**src/rtl/rcbp_pkg.sv**
```systemverilog
`timescale 1ns / 1ps
`default_nettype none

package rcbp_pkg;

	// Fixed shape of the block
	localparam int NUM_POOLS      = 3;
	localparam int POOL_W         = 2;
	localparam int FUNC_W         = 2;
	localparam int STATUS_W       = 3;

	// Defaults for the top level parameters
	localparam int POOL_DEPTH_DEF = 32;
	localparam int REF_LIMIT_DEF  = 15;

	typedef logic [FUNC_W-1:0]   func_t;
	typedef logic [POOL_W-1:0]   pool_t;
	typedef logic [STATUS_W-1:0] status_t;

	// Request operations
	localparam func_t FN_ALLOC   = 2'd0;
	localparam func_t FN_RELEASE = 2'd1;
	localparam func_t FN_FORCE   = 2'd2;
	localparam func_t FN_ADDREF  = 2'd3;

	// Result status codes
	localparam status_t ST_OK        = 3'd0;
	localparam status_t ST_EMPTY     = 3'd1;
	localparam status_t ST_OVERFLOW  = 3'd2;
	localparam status_t ST_UNDERFLOW = 3'd3;
	localparam status_t ST_BAD_POOL  = 3'd4;

	// Which state a request updates
	typedef struct packed {
		logic pool_we;   // free head, used and peak of the addressed pool
		logic mem_we;    // link and reference count of the addressed slot
	} upd_ctl_t;

endpackage

`default_nettype wire

```
**src/rtl/rcbp_ram.sv**
```systemverilog
`timescale 1ns / 1ps
`default_nettype none

module rcbp_ram #(
	parameter int WIDTH = 8,
	parameter int DEPTH = 64
) (
	input  wire logic                     clk,
	input  wire logic                     we,
	input  wire logic [$clog2(DEPTH)-1:0] waddr,
	input  wire logic [WIDTH-1:0]         wdata,
	input  wire logic                     re,
	input  wire logic [$clog2(DEPTH)-1:0] raddr,
	output logic      [WIDTH-1:0]         rdata
);

	logic [WIDTH-1:0] mem [DEPTH];

	// One write port, one registered read port (old data on a collision)
	always_ff @(posedge clk) begin
		if (we) begin
			mem[waddr] <= wdata;
		end
		if (re) begin
			rdata <= mem[raddr];
		end
	end

endmodule

`default_nettype wire

```
**src/rtl/rcbp_slot_store.sv**
```systemverilog
`timescale 1ns / 1ps
`default_nettype none

module rcbp_slot_store #(
	parameter int POOL_DEPTH = 32,
	parameter int REF_LIMIT  = 15
) (
	input  wire logic                                            clk,
	input  wire logic                                            arst_n,
	input  wire logic                                            rd_en,
	input  wire logic [$clog2(rcbp_pkg::NUM_POOLS*POOL_DEPTH)-1:0] rd_slot,
	input  wire logic [$clog2(POOL_DEPTH+1)-1:0]                 rd_idx,
	input  wire logic                                            wr_en,
	input  wire logic [$clog2(rcbp_pkg::NUM_POOLS*POOL_DEPTH)-1:0] wr_slot,
	input  wire logic [$clog2(POOL_DEPTH+1)-1:0]                 wr_link,
	input  wire logic [$clog2(REF_LIMIT+1)-1:0]                  wr_ref,
	output logic      [$clog2(POOL_DEPTH+1)-1:0]                 rd_link,
	output logic      [$clog2(REF_LIMIT+1)-1:0]                  rd_ref
);

	import rcbp_pkg::*;

	localparam int SLOTS = NUM_POOLS * POOL_DEPTH;
	localparam int LW    = $clog2(POOL_DEPTH + 1);
	localparam int RW    = $clog2(REF_LIMIT + 1);
	localparam int DW    = LW + RW;

	logic [SLOTS-1:0] written_q;
	logic [DW-1:0]    ram_rdata;
	logic             rd_written_q;
	logic             rd_hit_q;
	logic [LW-1:0]    rd_idx_q;
	logic [DW-1:0]    byp_data_q;
	logic [LW-1:0]    init_link;

	rcbp_ram #(
		.WIDTH(DW),
		.DEPTH(SLOTS)
	) u_ram (
		.clk  (clk),
		.we   (wr_en),
		.waddr(wr_slot),
		.wdata({wr_link, wr_ref}),
		.re   (rd_en),
		.raddr(rd_slot),
		.rdata(ram_rdata)
	);

	// Per-slot written flags: an unwritten slot reads as its reset contents
	always_ff @(posedge clk or negedge arst_n) begin
		if (!arst_n) begin
			written_q <= '0;
		end else if (wr_en) begin
			written_q[wr_slot] <= 1'b1;
		end
	end

	// Read-side side information, captured with the RAM read
	always_ff @(posedge clk) begin
		if (rd_en) begin
			rd_written_q <= written_q[rd_slot];
			rd_hit_q     <= wr_en && (wr_slot == rd_slot);
			rd_idx_q     <= rd_idx;
			byp_data_q   <= {wr_link, wr_ref};
		end
	end

	// Reset link of entry i is i+1
	assign init_link = rd_idx_q + LW'(1);

	// Same-cycle write wins, then stored data, then reset contents
	always_comb begin
		if (rd_hit_q) begin
			{rd_link, rd_ref} = byp_data_q;
		end else if (rd_written_q) begin
			{rd_link, rd_ref} = ram_rdata;
		end else begin
			rd_link = init_link;
			rd_ref  = '0;
		end
	end

endmodule

`default_nettype wire

```
**src/rtl/rcbp_op_unit.sv**
```systemverilog
`timescale 1ns / 1ps
`default_nettype none

module rcbp_op_unit #(
	parameter int POOL_DEPTH = 32,
	parameter int REF_LIMIT  = 15
) (
	input  wire rcbp_pkg::func_t                  func,
	input  wire rcbp_pkg::pool_t                  pool,
	input  wire logic [$clog2(POOL_DEPTH)-1:0]    handle,
	input  wire logic [$clog2(POOL_DEPTH+1)-1:0]  head,
	input  wire logic [$clog2(POOL_DEPTH+1)-1:0]  used,
	input  wire logic [$clog2(POOL_DEPTH+1)-1:0]  peak,
	input  wire logic [$clog2(POOL_DEPTH+1)-1:0]  rd_link,
	input  wire logic [$clog2(REF_LIMIT+1)-1:0]   rd_ref,
	output rcbp_pkg::status_t                     status,
	output logic      [$clog2(POOL_DEPTH)-1:0]    buffer_index,
	output logic      [$clog2(REF_LIMIT+1)-1:0]   refs,
	output logic                                  freed,
	output logic      [$clog2(POOL_DEPTH+1)-1:0]  in_use,
	output logic      [$clog2(POOL_DEPTH+1)-1:0]  peak_use,
	output rcbp_pkg::upd_ctl_t                    ctl,
	output logic      [$clog2(POOL_DEPTH+1)-1:0]  head_new,
	output logic      [$clog2(POOL_DEPTH+1)-1:0]  used_new,
	output logic      [$clog2(POOL_DEPTH+1)-1:0]  peak_new,
	output logic      [$clog2(POOL_DEPTH+1)-1:0]  link_new,
	output logic      [$clog2(REF_LIMIT+1)-1:0]   ref_new
);

	import rcbp_pkg::*;

	localparam int HW = $clog2(POOL_DEPTH);
	localparam int LW = $clog2(POOL_DEPTH + 1);
	localparam int RW = $clog2(REF_LIMIT + 1);
	localparam logic [LW-1:0] DEPTH_L = LW'(POOL_DEPTH);
	localparam logic [RW-1:0] REF_MAX = RW'(REF_LIMIT);

	logic [LW-1:0] handle_ext;
	logic [LW-1:0] used_inc;
	logic [LW-1:0] used_dec;

	assign handle_ext = LW'(handle);

	// Saturating used count steps
	assign used_inc = (used < DEPTH_L) ? used + LW'(1) : used;
	assign used_dec = (used != '0) ? used - LW'(1) : used;

	// Decode one request against the pool state and the slot contents
	always_comb begin
		status       = ST_OK;
		buffer_index = handle;
		refs         = '0;
		freed        = 1'b0;
		in_use       = used;
		peak_use     = peak;
		ctl          = '0;
		head_new     = head;
		used_new     = used;
		peak_new     = peak;
		link_new     = rd_link;
		ref_new      = rd_ref;

		if (pool >= POOL_W'(NUM_POOLS)) begin
			status   = ST_BAD_POOL;
			in_use   = '0;
			peak_use = '0;
		end else if (func == FN_ALLOC) begin
			if (head >= DEPTH_L) begin
				status       = ST_EMPTY;
				buffer_index = '0;
			end else begin
				// Pop the head, count starts at one
				ctl.pool_we  = 1'b1;
				ctl.mem_we   = 1'b1;
				head_new     = rd_link;
				ref_new      = RW'(1);
				used_new     = used_inc;
				peak_new     = (used_inc >= peak) ? used_inc : peak;
				buffer_index = head[HW-1:0];
				refs         = RW'(1);
				in_use       = used_inc;
				peak_use     = peak_new;
			end
		end else if (handle_ext >= DEPTH_L) begin
			status = ST_BAD_POOL;
		end else begin
			case (func)
				FN_RELEASE: begin
					if (rd_ref == '0) begin
						status = ST_UNDERFLOW;
					end else begin
						ctl.mem_we = 1'b1;
						ref_new    = rd_ref - RW'(1);
						if (rd_ref == RW'(1)) begin
							// Last reference gone: push back on the free list
							ctl.pool_we = 1'b1;
							link_new    = head;
							head_new    = handle_ext;
							used_new    = used_dec;
							freed       = 1'b1;
							in_use      = used_dec;
						end else begin
							refs = ref_new;
						end
					end
				end
				FN_FORCE: begin
					ctl.pool_we = 1'b1;
					ctl.mem_we  = 1'b1;
					link_new    = head;
					head_new    = handle_ext;
					used_new    = used_dec;
					refs        = rd_ref;
					freed       = 1'b1;
					in_use      = used_dec;
				end
				FN_ADDREF: begin
					if (rd_ref >= REF_MAX) begin
						status = ST_OVERFLOW;
						refs   = rd_ref;
					end else begin
						ctl.mem_we = 1'b1;
						ref_new    = rd_ref + RW'(1);
						refs       = ref_new;
					end
				end
				default: begin
				end
			endcase
		end
	end

endmodule

`default_nettype wire

```
**src/rtl/refcounted_buffer_pool_manager.sv**
```systemverilog
`timescale 1ns / 1ps
`default_nettype none

// Buffer allocator over three pools of POOL_DEPTH buffers, each pool a LIFO free list
// with a reference count per buffer. One request (allocate, release, force free, add
// reference) may be accepted on every clock while the pipeline is not stalled; its result
// passes through the request stage into the result register. The slot RAM (link and count
// of every buffer) has one read and one write port; it is read as the request is accepted
// and written as the request leaves the request stage, with a write to the slot being read
// passed straight through, and the free-list heads are forwarded so that back-to-back
// requests on the same pool see each other's updates. No clearing pass is needed after
// reset: unwritten slots read as their reset contents. A stalled result holds the pipeline.
module refcounted_buffer_pool_manager #(
	parameter int POOL_DEPTH = rcbp_pkg::POOL_DEPTH_DEF,
	parameter int REF_LIMIT  = rcbp_pkg::REF_LIMIT_DEF
) (
	input  wire logic                                 clk,
	input  wire logic                                 arst_n,
	input  wire logic                                 req_valid,
	output logic                                      req_stall,
	input  wire rcbp_pkg::func_t                      func,
	input  wire rcbp_pkg::pool_t                      pool,
	input  wire logic [$clog2(POOL_DEPTH)-1:0]        handle,
	output logic                                      rsp_valid,
	input  wire logic                                 rsp_stall,
	output rcbp_pkg::status_t                         status,
	output logic      [$clog2(POOL_DEPTH)-1:0]        buffer_index,
	output logic      [$clog2(REF_LIMIT+1)-1:0]       refs,
	output logic                                      freed,
	output logic      [$clog2(POOL_DEPTH+1)-1:0]      in_use,
	output logic      [$clog2(POOL_DEPTH+1)-1:0]      peak_use
);

	import rcbp_pkg::*;

	localparam int HW    = $clog2(POOL_DEPTH);
	localparam int LW    = $clog2(POOL_DEPTH + 1);
	localparam int RW    = $clog2(REF_LIMIT + 1);
	localparam int SLOTS = NUM_POOLS * POOL_DEPTH;
	localparam int SW    = $clog2(SLOTS);

	// Pool state
	logic [LW-1:0] free_head_q [NUM_POOLS];
	logic [LW-1:0] used_q      [NUM_POOLS];
	logic [LW-1:0] peak_q      [NUM_POOLS];
	logic [LW-1:0] free_head_d [NUM_POOLS];
	logic [LW-1:0] used_d      [NUM_POOLS];
	logic [LW-1:0] peak_d      [NUM_POOLS];

	// Request stage
	logic          valid_s1;
	func_t         func_s1;
	pool_t         pool_s1;
	logic [HW-1:0] handle_s1;
	logic [SW-1:0] slot_s1;
	logic [LW-1:0] head_s1;
	logic [LW-1:0] used_s1;
	logic [LW-1:0] peak_s1;

	// Result register
	logic          rsp_valid_q;
	status_t       status_q;
	logic [HW-1:0] buffer_index_q;
	logic [RW-1:0] refs_q;
	logic          freed_q;
	logic [LW-1:0] in_use_q;
	logic [LW-1:0] peak_use_q;

	logic          accept;
	logic          s1_fire;
	logic [LW-1:0] sel_head;
	logic [LW-1:0] sel_used;
	logic [LW-1:0] sel_peak;
	logic [LW-1:0] rd_idx;
	logic          rd_ok;
	logic [SW-1:0] rd_slot;
	logic [LW-1:0] rd_link;
	logic [RW-1:0] rd_ref;

	status_t       op_status;
	logic [HW-1:0] op_buffer_index;
	logic [RW-1:0] op_refs;
	logic          op_freed;
	logic [LW-1:0] op_in_use;
	logic [LW-1:0] op_peak_use;
	upd_ctl_t      op_ctl;
	logic [LW-1:0] head_new;
	logic [LW-1:0] used_new;
	logic [LW-1:0] peak_new;
	logic [LW-1:0] link_new;
	logic [RW-1:0] ref_new;

	// Flow control: the request stage moves when the result register is free
	assign s1_fire   = valid_s1 && (!rsp_valid_q || !rsp_stall);
	assign req_stall = valid_s1 && !s1_fire;
	assign accept    = req_valid && !req_stall;

	// Pool state as it stands after this cycle's update
	always_comb begin
		for (int p = 0; p < NUM_POOLS; p++) begin
			if (s1_fire && op_ctl.pool_we && (pool_s1 == POOL_W'(p))) begin
				free_head_d[p] = head_new;
				used_d[p]      = used_new;
				peak_d[p]      = peak_new;
			end else begin
				free_head_d[p] = free_head_q[p];
				used_d[p]      = used_q[p];
				peak_d[p]      = peak_q[p];
			end
		end
	end

	// Select the incoming request's pool; an invalid pool looks empty
	always_comb begin
		sel_head = LW'(POOL_DEPTH);
		sel_used = '0;
		sel_peak = '0;
		for (int p = 0; p < NUM_POOLS; p++) begin
			if (pool == POOL_W'(p)) begin
				sel_head = free_head_d[p];
				sel_used = used_d[p];
				sel_peak = peak_d[p];
			end
		end
	end

	// Slot to read: the free head for an allocation, else the handle
	assign rd_idx  = (func == FN_ALLOC) ? sel_head : LW'(handle);
	assign rd_ok   = (pool < POOL_W'(NUM_POOLS)) && (rd_idx < LW'(POOL_DEPTH));
	assign rd_slot = rd_ok ? (SW'(pool) * SW'(POOL_DEPTH) + SW'(rd_idx)) : '0;

	rcbp_slot_store #(
		.POOL_DEPTH(POOL_DEPTH),
		.REF_LIMIT (REF_LIMIT)
	) u_store (
		.clk    (clk),
		.arst_n (arst_n),
		.rd_en  (accept),
		.rd_slot(rd_slot),
		.rd_idx (rd_idx),
		.wr_en  (s1_fire && op_ctl.mem_we),
		.wr_slot(slot_s1),
		.wr_link(link_new),
		.wr_ref (ref_new),
		.rd_link(rd_link),
		.rd_ref (rd_ref)
	);

	rcbp_op_unit #(
		.POOL_DEPTH(POOL_DEPTH),
		.REF_LIMIT (REF_LIMIT)
	) u_op (
		.func        (func_s1),
		.pool        (pool_s1),
		.handle      (handle_s1),
		.head        (head_s1),
		.used        (used_s1),
		.peak        (peak_s1),
		.rd_link     (rd_link),
		.rd_ref      (rd_ref),
		.status      (op_status),
		.buffer_index(op_buffer_index),
		.refs        (op_refs),
		.freed       (op_freed),
		.in_use      (op_in_use),
		.peak_use    (op_peak_use),
		.ctl         (op_ctl),
		.head_new    (head_new),
		.used_new    (used_new),
		.peak_new    (peak_new),
		.link_new    (link_new),
		.ref_new     (ref_new)
	);

	// Pool state registers
	always_ff @(posedge clk or negedge arst_n) begin
		if (!arst_n) begin
			for (int p = 0; p < NUM_POOLS; p++) begin
				free_head_q[p] <= '0;
				used_q[p]      <= '0;
				peak_q[p]      <= '0;
			end
		end else begin
			for (int p = 0; p < NUM_POOLS; p++) begin
				free_head_q[p] <= free_head_d[p];
				used_q[p]      <= used_d[p];
				peak_q[p]      <= peak_d[p];
			end
		end
	end

	// Request stage control
	always_ff @(posedge clk or negedge arst_n) begin
		if (!arst_n) begin
			valid_s1 <= 1'b0;
		end else if (!req_stall) begin
			valid_s1 <= req_valid;
		end
	end

	// Request stage payload, with the pool state it will work on
	always_ff @(posedge clk) begin
		if (accept) begin
			func_s1   <= func;
			pool_s1   <= pool;
			handle_s1 <= handle;
			slot_s1   <= rd_slot;
			head_s1   <= sel_head;
			used_s1   <= sel_used;
			peak_s1   <= sel_peak;
		end
	end

	// Result register control
	always_ff @(posedge clk or negedge arst_n) begin
		if (!arst_n) begin
			rsp_valid_q <= 1'b0;
		end else if (s1_fire) begin
			rsp_valid_q <= 1'b1;
		end else if (!rsp_stall) begin
			rsp_valid_q <= 1'b0;
		end
	end

	// Result register payload
	always_ff @(posedge clk) begin
		if (s1_fire) begin
			status_q       <= op_status;
			buffer_index_q <= op_buffer_index;
			refs_q         <= op_refs;
			freed_q        <= op_freed;
			in_use_q       <= op_in_use;
			peak_use_q     <= op_peak_use;
		end
	end

	assign rsp_valid    = rsp_valid_q;
	assign status       = status_q;
	assign buffer_index = buffer_index_q;
	assign refs         = refs_q;
	assign freed        = freed_q;
	assign in_use       = in_use_q;
	assign peak_use     = peak_use_q;

endmodule

`default_nettype wire

```
**config.mk**
```make
export PLATFORM = sky130hd
export DESIGN_NAME = refcounted_buffer_pool_manager
export DESIGN_NICKNAME = d
export VERILOG_FILES = /design/src/rtl/rcbp_pkg.sv /design/src/rtl/rcbp_ram.sv /design/src/rtl/rcbp_slot_store.sv /design/src/rtl/rcbp_op_unit.sv /design/src/rtl/refcounted_buffer_pool_manager.sv
export SDC_FILE = /design/constraint.sdc
export NUM_CORES = 2
export LEC_CHECK = 0
export ABC_AREA = 1
export BUFFER_PORTS_ARGS = -buffer_cell sky130_fd_sc_hd__clkbuf_2
export CAP_MARGIN = 20
export CORE_ASPECT_RATIO = 1.5
export CORE_MARGIN = 2
export CORE_UTILIZATION = 40
export CTS_CLUSTER_DIAMETER = 30
export CTS_CLUSTER_SIZE = 40
export DETAILED_ROUTE_END_ITERATION = 10
export PLACE_DENSITY = 0.54
export SYNTH_ARGS = -nofsm -noshare
export SYNTH_HDL_FRONTEND = slang
export SYNTH_SLANG_ARGS = --single-unit
export TNS_END_PERCENT = 30
```
**constraint.sdc**
```tcl
create_clock -name clk -period 8.6 [get_ports clk]
set_input_delay 1.72 -clock clk [delete_from_list [all_inputs] [get_ports clk]]
set_output_delay 1.72 -clock clk [all_outputs]
set_load 0.05 [all_outputs]
```
Word level (Yosys, flattened, before mapping)
Memory sizes are Yosys's and may differ from the RTL's. A register that Yosys moved wholly into a read port is not among the register bits. Cells that the tools add are included.

Register bits after elaboration: 229. Memory bits (writable): 960. Input bits: 13. Output and inout bits: 27. Logic and storage cells: 172. Memories: 1.

Add/subtract/negate cells: 6. Order comparisons: 11. Equal/unequal tests: 10. Muxes and demuxes: 91. Bitwise gates (word level): 1. Reduce and logical (&&, ||, !) cells: 23.

Memory list: u_store.u_ram.mem (words 96, width 10, rd ports 1, clocked after memory_dff 1, wr ports 1, line rcbp_ram.sv:17) `logic [WIDTH-1:0] mem [DEPTH];`.

Operator list (number): two-way mux 6 bit (44); bitwise OR 96 bit (1); two-way mux 4 bit (12); case mux 6 bit (2 select lines) (3); less-than comparator 7 x 8 -> 1 bit, second input constant (2); two-way mux 5 bit (3); two-way mux 2 bit (7); adder 6 x 1 -> 6 bit, second input constant (2); less-than comparator 6 bit, second input constant (2); case mux 4 bit (3 select lines) (1); logical AND 1 bit (11); two-way mux 1 bit (11); == test 2 bit, second input constant (4); logical NOT 2 bit (4); case mux 4 bit (2 select lines) (1); adder 7 x 6 -> 7 bit (1); binary-select mux 1 bit (select 7 bit) (1); demux 1 bit (select 7 bit) (1); == test 7 bit (1); greater-or-equal comparator 7 x 1 -> 1 bit, second input constant (1); two-way mux 7 bit (1); == test 2 x 1 -> 1 bit, second input constant (3); greater-or-equal comparator 5 x 6 -> 1 bit, second input constant (1); greater-or-equal comparator 6 bit (1); other kinds (18) (23).

Longest topological paths before layout
Depth after elaboration: 21. Mapped depth: 31. Depth with buffers taken out: 27.

By module
From an unflattened synthesis, not the netlist that was laid out.

Cell total of the unflattened synthesis: 4611. Area total of the unflattened synthesis: 51145.3 sq um.

Modules (own cells, without submodules): rcbp_ram (instances 1, cells an instance 3302, area each 39520.4 sq um); rcbp_slot_store (instances 1, cells an instance 546, area each 5187.5 sq um); refcounted_buffer_pool_manager (instances 1, cells an instance 420, area each 4684.5 sq um); rcbp_op_unit (instances 1, cells an instance 343, area each 1752.9 sq um).

Worst setup path before layout
OpenSTA, ideal clock, no wires.

Kind: reg2reg. From: register u_store.rd_hit_q. To: register u_store.byp_data_q[6] (data pin). Library setup time: 0.957 ns. Arrival: 5.328 ns. Required time: 7.643 ns. Slack: 2.315 ns. Stages on the path, launching flop included: 14. Period minus slack after synthesis: 6.285 ns. Cells stage by stage: edfxtp_1 buf_4 inv_2 buf_6 nand2_1 nand2_1 inv_1 ha_1 nand3_2 nand2_2 nand2_4 nor2_2 inv_1 o21ai_0.

Word-level cells in the longest chain between the ends: 8.

Ends and longest elaborated chain: start: declaration (line rcbp_slot_store.sv:31) `logic rd_hit_q;`; start signal: assignment (line rcbp_slot_store.sv:62) `rd_hit_q <= wr_en && (wr_slot == rd_slot);`; two-way mux 4 bit (line rcbp_slot_store.sv:73) `if (rd_hit_q) begin`; == test 4 x 1 -> 1 bit (line rcbp_op_unit.sv:94) `if (rd_ref == RW'(1)) begin`; two-way mux 6 bit (line rcbp_op_unit.sv:94); two-way mux 6 bit (line rcbp_op_unit.sv:89) `if (rd_ref == '0) begin`; case mux 6 bit (2 select lines) (line rcbp_op_unit.sv:87) `case (func)`; two-way mux 6 bit (line rcbp_op_unit.sv:84) `end else if (handle_ext >= DEPTH_L) begin`; two-way mux 6 bit (line rcbp_op_unit.sv:67) `end else if (func == FN_ALLOC) begin`; two-way mux 6 bit * (line rcbp_op_unit.sv:63) `if (pool >= POOL_W'(NUM_POOLS)) begin`; via link_new[2] (line refcounted_buffer_pool_manager.sv:90) `logic [LW-1:0] link_new;`; end signal: assignment (line rcbp_slot_store.sv:64) `byp_data_q <= {wr_link, wr_ref};`; end: declaration (line rcbp_slot_store.sv:33) `logic [DW-1:0] byp_data_q;`.

Mark *: on every way through the listed nets, which the timed path passes. The rest lies on a longest branch. A chain may end at the register's enable or synchronous reset.

Worst setup path in the final report
From: register u_store.rd_hit_q. To: register u_store.u_ram.rdata[9] (read register of u_store.u_ram.mem) (data pin).

Word-level cells in the longest chain between the ends: 18.

Ends and longest elaborated chain: two-way mux 4 bit (line rcbp_slot_store.sv:73); == test 4 x 1 -> 1 bit (line rcbp_op_unit.sv:94); two-way mux 1 bit (line rcbp_op_unit.sv:94); two-way mux 2 bit (line rcbp_op_unit.sv:89); case mux 1 bit (2 select lines) (line rcbp_op_unit.sv:87); two-way mux 2 bit (line rcbp_op_unit.sv:84); two-way mux 2 bit (line rcbp_op_unit.sv:67); two-way mux 2 bit (line rcbp_op_unit.sv:63); logical AND 1 bit (2 in a row) (line refcounted_buffer_pool_manager.sv:101) `if (s1_fire && op_ctl.pool_we && (pool_s1 == POOL_W'(p))) begin`; two-way mux 6 bit (line refcounted_buffer_pool_manager.sv:101); two-way mux 6 bit (2 in a row) (line refcounted_buffer_pool_manager.sv:119) `if (pool == POOL_W'(p)) begin`; two-way mux 6 bit * (line refcounted_buffer_pool_manager.sv:119); via sel_head[0] (line refcounted_buffer_pool_manager.sv:71) `logic [LW-1:0] sel_head;`; two-way mux 6 bit * (line refcounted_buffer_pool_manager.sv:128) `assign rd_idx = (func == FN_ALLOC) ? sel_head : LW'(handle);`; less-than comparator 6 bit (line refcounted_buffer_pool_manager.sv:129) `assign rd_ok = (pool < POOL_W'(NUM_POOLS)) && (rd_idx < LW'(POOL_DEPTH));`; logical AND 1 bit (line refcounted_buffer_pool_manager.sv:129); two-way mux 7 bit * (line refcounted_buffer_pool_manager.sv:130) `assign rd_slot = rd_ok ? (SW'(pool) * SW'(POOL_DEPTH) + SW'(rd_idx)) : '0;`; end: declaration (line rcbp_ram.sv:14) `output logic [WIDTH-1:0] rdata`.

Marked as above.

==> metrics.md <==
| Metric | Value |
|---|---|
| Status | `finished, final reports clean` |
| LEAKAGE | `0.0237 uW` |
| Max-Cap Viols | `0` |
| Setup violators final | `0` |
| Clock buffer depth | `3` |
| FF-to-FF Start | `u_store.rd_hit_q$_DFFE_PP_` |
| Synthesized netlist cell count | `4,795` |
| TritonCTS clock tree | `done` |
| CP max stage delay | `860 ps` |
| Fmax | `0.160 GHz` |
| First-pass GRT wire length | `229,000 um` |
| Fin. max-slew vios | `0` |
| Vias per cell | `5.40` |
| Min Tclk post-route | `6240 ps` |
| Post-DP HPWL | `88,300 um` |
| Die X | `301 um` |
| Ys async rst share | `12.7%` |
| VDD IR max | `203 uV` |
| Reg2reg setup slack | `2360 ps` |
| Number of global-route vias before repair | `35.4k` |
| Register area share after synthesis | `66.6%` |
| Headroom to the max-slew limit | `23.8%` |
| Busiest grt layer | `met2` |
| CP Buf/Inv Count | `6` |
| CTS resizes | `0` |
| DR WL/cell | `23.1 um` |
| Die height | `449 um` |
| Unrepaired setup endpoints after global routing | `no` |
| Crit end category | `flop` |
| M1 GR Usage | `28.7%` |
| IO Count | `40` |
| DRT Pass-1 Iters | `6` |
| Setup TNS | `0 ps` |
| Period utilization | `72.6%` |
| Initial drt markers | `3,466` |
| Port bufs | `39` |
| DR DRC count | `0` |
| Pin count of the biggest net entering global routing | `179` |
| Critical path launch point type | `flop` |
| Number of core rows | `163` |
| Area Growth Syn to Fin | `14.4%` |
| Slowest cell on crit path | `buf_4` |
| Core area | `131,000 um^2` |
| # Post-CTS Setup Buffers | `0` |
| Initial Util | `40.3%` |
| CP most frequent cell | `nand3_1` |
| Arr. time, crit path | `6760 ps` |
| GR Overflow Total | `0` |
| Clk_skew | `29.6 ps` |
| Grt met2 use | `38.3%` |
| Num CTS Buffers | `164` |
| # clock sinks | `1,199` |
| Yosys reg bits | `1,199` |
| Hold wc startpoint | `u_store.written_q[36]$_DFFE_PN0P_` |
| Mapped Nets | `4,824` |
| Main synth FF type | `edfxtp_1` |
| Die area | `135,000 um^2` |
| Pwr dens | `265 nW/um^2` |
| WHS Path Cells | `2` |
| Hold Crit Class | `reg -> reg` |
| Worst EP required | `9120 ps` |
| Fin. Hold Viols | `0` |
| Min Hold Slack | `456 ps` |
| Post-Syn Area | `52,900 um^2` |
| Layout cells sized above 1 | `10.5%` |
| Gr usage total | `22.6%` |
| Post-detailed-route count of antenna-violating nets | `0` |
| Worst Hold Path EP | `u_store.written_q[36]$_DFFE_PN0P_` |
| Worst r2r dst | `u_store.u_ram.rdata[9]$_DFFE_PP_` |
| Initial antenna violation count | `3` |
| Hold Buf Count CTS | `0` |
| Skew-Pair Late Insertion Delay | `780 ps` |
| Post-synth cell types | `48` |
| Routed WL | `154,000 um` |
| Slew @ Worst Pin | `1140 ps` |
| Critical path's top delay family | `simple AND/OR/NAND/NOR gates` |
| Warnings from Yosys | `0` |
| Worst-path maximum fanout | `87` |
| Met3 Usage GRT | `3.21%` |
| CTS Root Buffer Type | `clkbuf_16` |
| Post-synth EDFFs | `1,047` |
| Crit Path Category | `reg -> reg` |
| Cell depth of the worst flop-to-flop path | `28` |
| Syn Area/Cell | `11.0 um^2` |
| Reg clk slew, reported paths | `60 ps` |
| # H-tree levels | `4` |
| DR vias | `36.0k` |
| Routability cong. | `0.832` |
| Net count, final | `4,819` |
==> cell families (layout without fill, tap and decap cells) <==
| logic type | count (synthesis) | after routing | share of synthesized area, % |
|---|---|---|---|
| fa+ha+maj | 16 | 16 | 0.379 |
| other cells | 0 | 1 | 0 |
| xor+xnor | 14 | 14 | 0.232 |
| simple gates | 2293 | 2293 | 20.8 |
| compound gates | 400 | 400 | 4.85 |
| buf+inv | 873 | 1005 | 7.11 |
| flops | 1199 | 1199 | 66.6 |
==> flip-flops by register name, indices dropped and copies added, names as in the netlist, 5 cells and up <==
register	flops
buffer_index	5
handle_s1	5
used_q	18
u_store.written_q	96
free_head_q	18
peak_s1	6
u_store.rd_idx_q	6
head_s1	6
u_store.u_ram.mem	960
u_store.byp_data_q	10
u_store.u_ram.rdata	10
in_use	6
peak_use	6
peak_q	18
used_s1	6
slot_s1	7
==> layout by cell type, fill, tap and decap left out, types with 8 or more instances in the layout <==
| cell type | Yosys | layout |
|---|---|---|
| buf_12 | 0 | 16 |
| o21ai_1 | 15 | 15 |
| edfxtp_1 | 1047 | 1047 |
| nor2_1 | 187 | 185 |
| o221ai_1 | 64 | 64 |
| a21oi_1 | 25 | 25 |
| o211ai_1 | 68 | 68 |
| or2_2 | 47 | 47 |
| clkbuf_16 | 0 | 169 |
| clkinvlp_4 | 0 | 13 |
| ha_1 | 16 | 16 |
| xor2_1 | 12 | 12 |
| o21ai_0 | 184 | 180 |
| nand3_2 | 8 | 12 |
| clkinv_2 | 0 | 18 |
| nand2_1 | 845 | 844 |
| bufinv_16 | 0 | 23 |
| inv_6 | 0 | 25 |
| buf_4 | 13 | 78 |
| inv_1 | 553 | 551 |
| and2_1 | 8 | 8 |
| o211ai_2 | 8 | 8 |
| buf_6 | 25 | 8 |
| nand3b_1 | 251 | 251 |
| clkinv_1 | 2 | 19 |
| dfrtp_1 | 152 | 152 |
| clkbuf_2 | 0 | 38 |
| nand3_1 | 918 | 914 |
| clkbuf_1 | 66 | 17 |
==> per-layer routing <==
metal	up-vias	routed length [um]	part of all wire (%)
met4	0	6820	4.4
met2	1236	77000	50
met5	-	0	0
li1	16618	-	-
met3	322	8840	5.7
met1	17819	61100	40
==> area by class of cell <==
cell class / instances / area (um^2)
Multi-Input combinational cell: 2723 / 14100
Tap cell: 1732 / 2170
Antenna cell: 1 / 2.50
Sequential cell: 1199 / 35200
Timing Repair Buffer: 140 / 1190
Clock buffer: 191 / 4360
Clock inverter: 112 / 1350
Fill cell: 12050 / 70800
Inverter: 562 / 2120
==> stage by stage <==
| stage | power (uW) | cell area, um^2 | utilization [%] | instances | setup WS (ps) |
|---|---|---|---|---|---|
| after floorplan | 8300 | 52900 | - | 4795 | 2310 |
| after global placement | 9130 | 54600 | 41.6 | 6332 | 1780 |
| after detailed placement | 9140 | 54700 | 41.6 | 6345 | 1810 |
| after CTS | 16100 | 60400 | 46.0 | 6648 | 2390 |
| after global routing | 16600 | 60500 | 46.1 | 6660 | 1920 |
| final | 16000 | 60500 | 46.1 | 6660 | 2360 |
==> worst reg2reg max path: cells and delay by family, from the launching register on <==
family | cells | cell delay, ps
buf+inv | 6 | 2480
flops | 1 | 550
fa+ha+maj | 1 | 240
simple gates | 21 | 2710
==> where the power goes <==
part	switching (uW)	internal (uW)	total [uW]
sequential	82.6	6780	6860
combinational	1670	498	2160
clock	2650	4370	7020
==> how the worst max path moves through the flow <==
stage | startpoint | endpoint | slack (ps) | cells past startpoint
5_1_grt | u_store.rd_hit_q$_DFFE_PP_ | u_store.u_ram.rdata[9]$_DFFE_PP_ | 1920 | 28
2_1_floorplan | u_store.rd_hit_q$_DFFE_PP_ | u_store.byp_data_q[6]$_DFFE_PP_ | 2310 | 13
3_5_place_dp | rsp_stall | u_store.u_ram.rdata[9]$_DFFE_PP_ | 1810 | 22
4_1_cts | u_store.rd_hit_q$_DFFE_PP_ | u_store.u_ram.rdata[9]$_DFFE_PP_ | 2390 | 28
3_3_place_gp | rsp_stall | u_store.u_ram.rdata[9]$_DFFE_PP_ | 1780 | 22
6_report | u_store.rd_hit_q$_DFFE_PP_ | u_store.u_ram.rdata[9]$_DFFE_PP_ | 2360 | 28
==> Yosys cell counts, types with 3 or more instances <==
library cell / count / area, um^2
nand3_1: 918 / 4590
o21ai_1: 15 / 75.1
buf_4: 13 / 97.6
o22ai_1: 9 / 56.3
nand2_4: 5 / 56.3
xor2_1: 12 / 105
inv_1: 553 / 2080
nand4_1: 3 / 18.8
o21bai_1: 3 / 22.5
buf_6: 25 / 282
and2_1: 8 / 50.1
o211ai_1: 68 / 510
buf_1: 8 / 30.0
inv_2: 7 / 26.3
or2_2: 47 / 294
o21a_1: 5 / 37.5
nand2_1: 845 / 3170
clkbuf_1: 66 / 248
o221ai_1: 64 / 561
o32ai_1: 3 / 26.3
nor2_2: 5 / 31.3
o211ai_2: 8 / 100
nand2_2: 5 / 31.3
a221oi_1: 3 / 26.3
ha_1: 16 / 200
o21ai_0: 184 / 921
a31oi_1: 3 / 18.8
edfxtp_1: 1047 / 31400
nor3_1: 6 / 30.0
nand3_2: 8 / 80.1
nand3b_1: 251 / 1880
buf_2: 199 / 996
dfrtp_1: 152 / 3800
a21oi_1: 25 / 125
nor2_1: 187 / 702
Power figures use the tool's default switching activity.
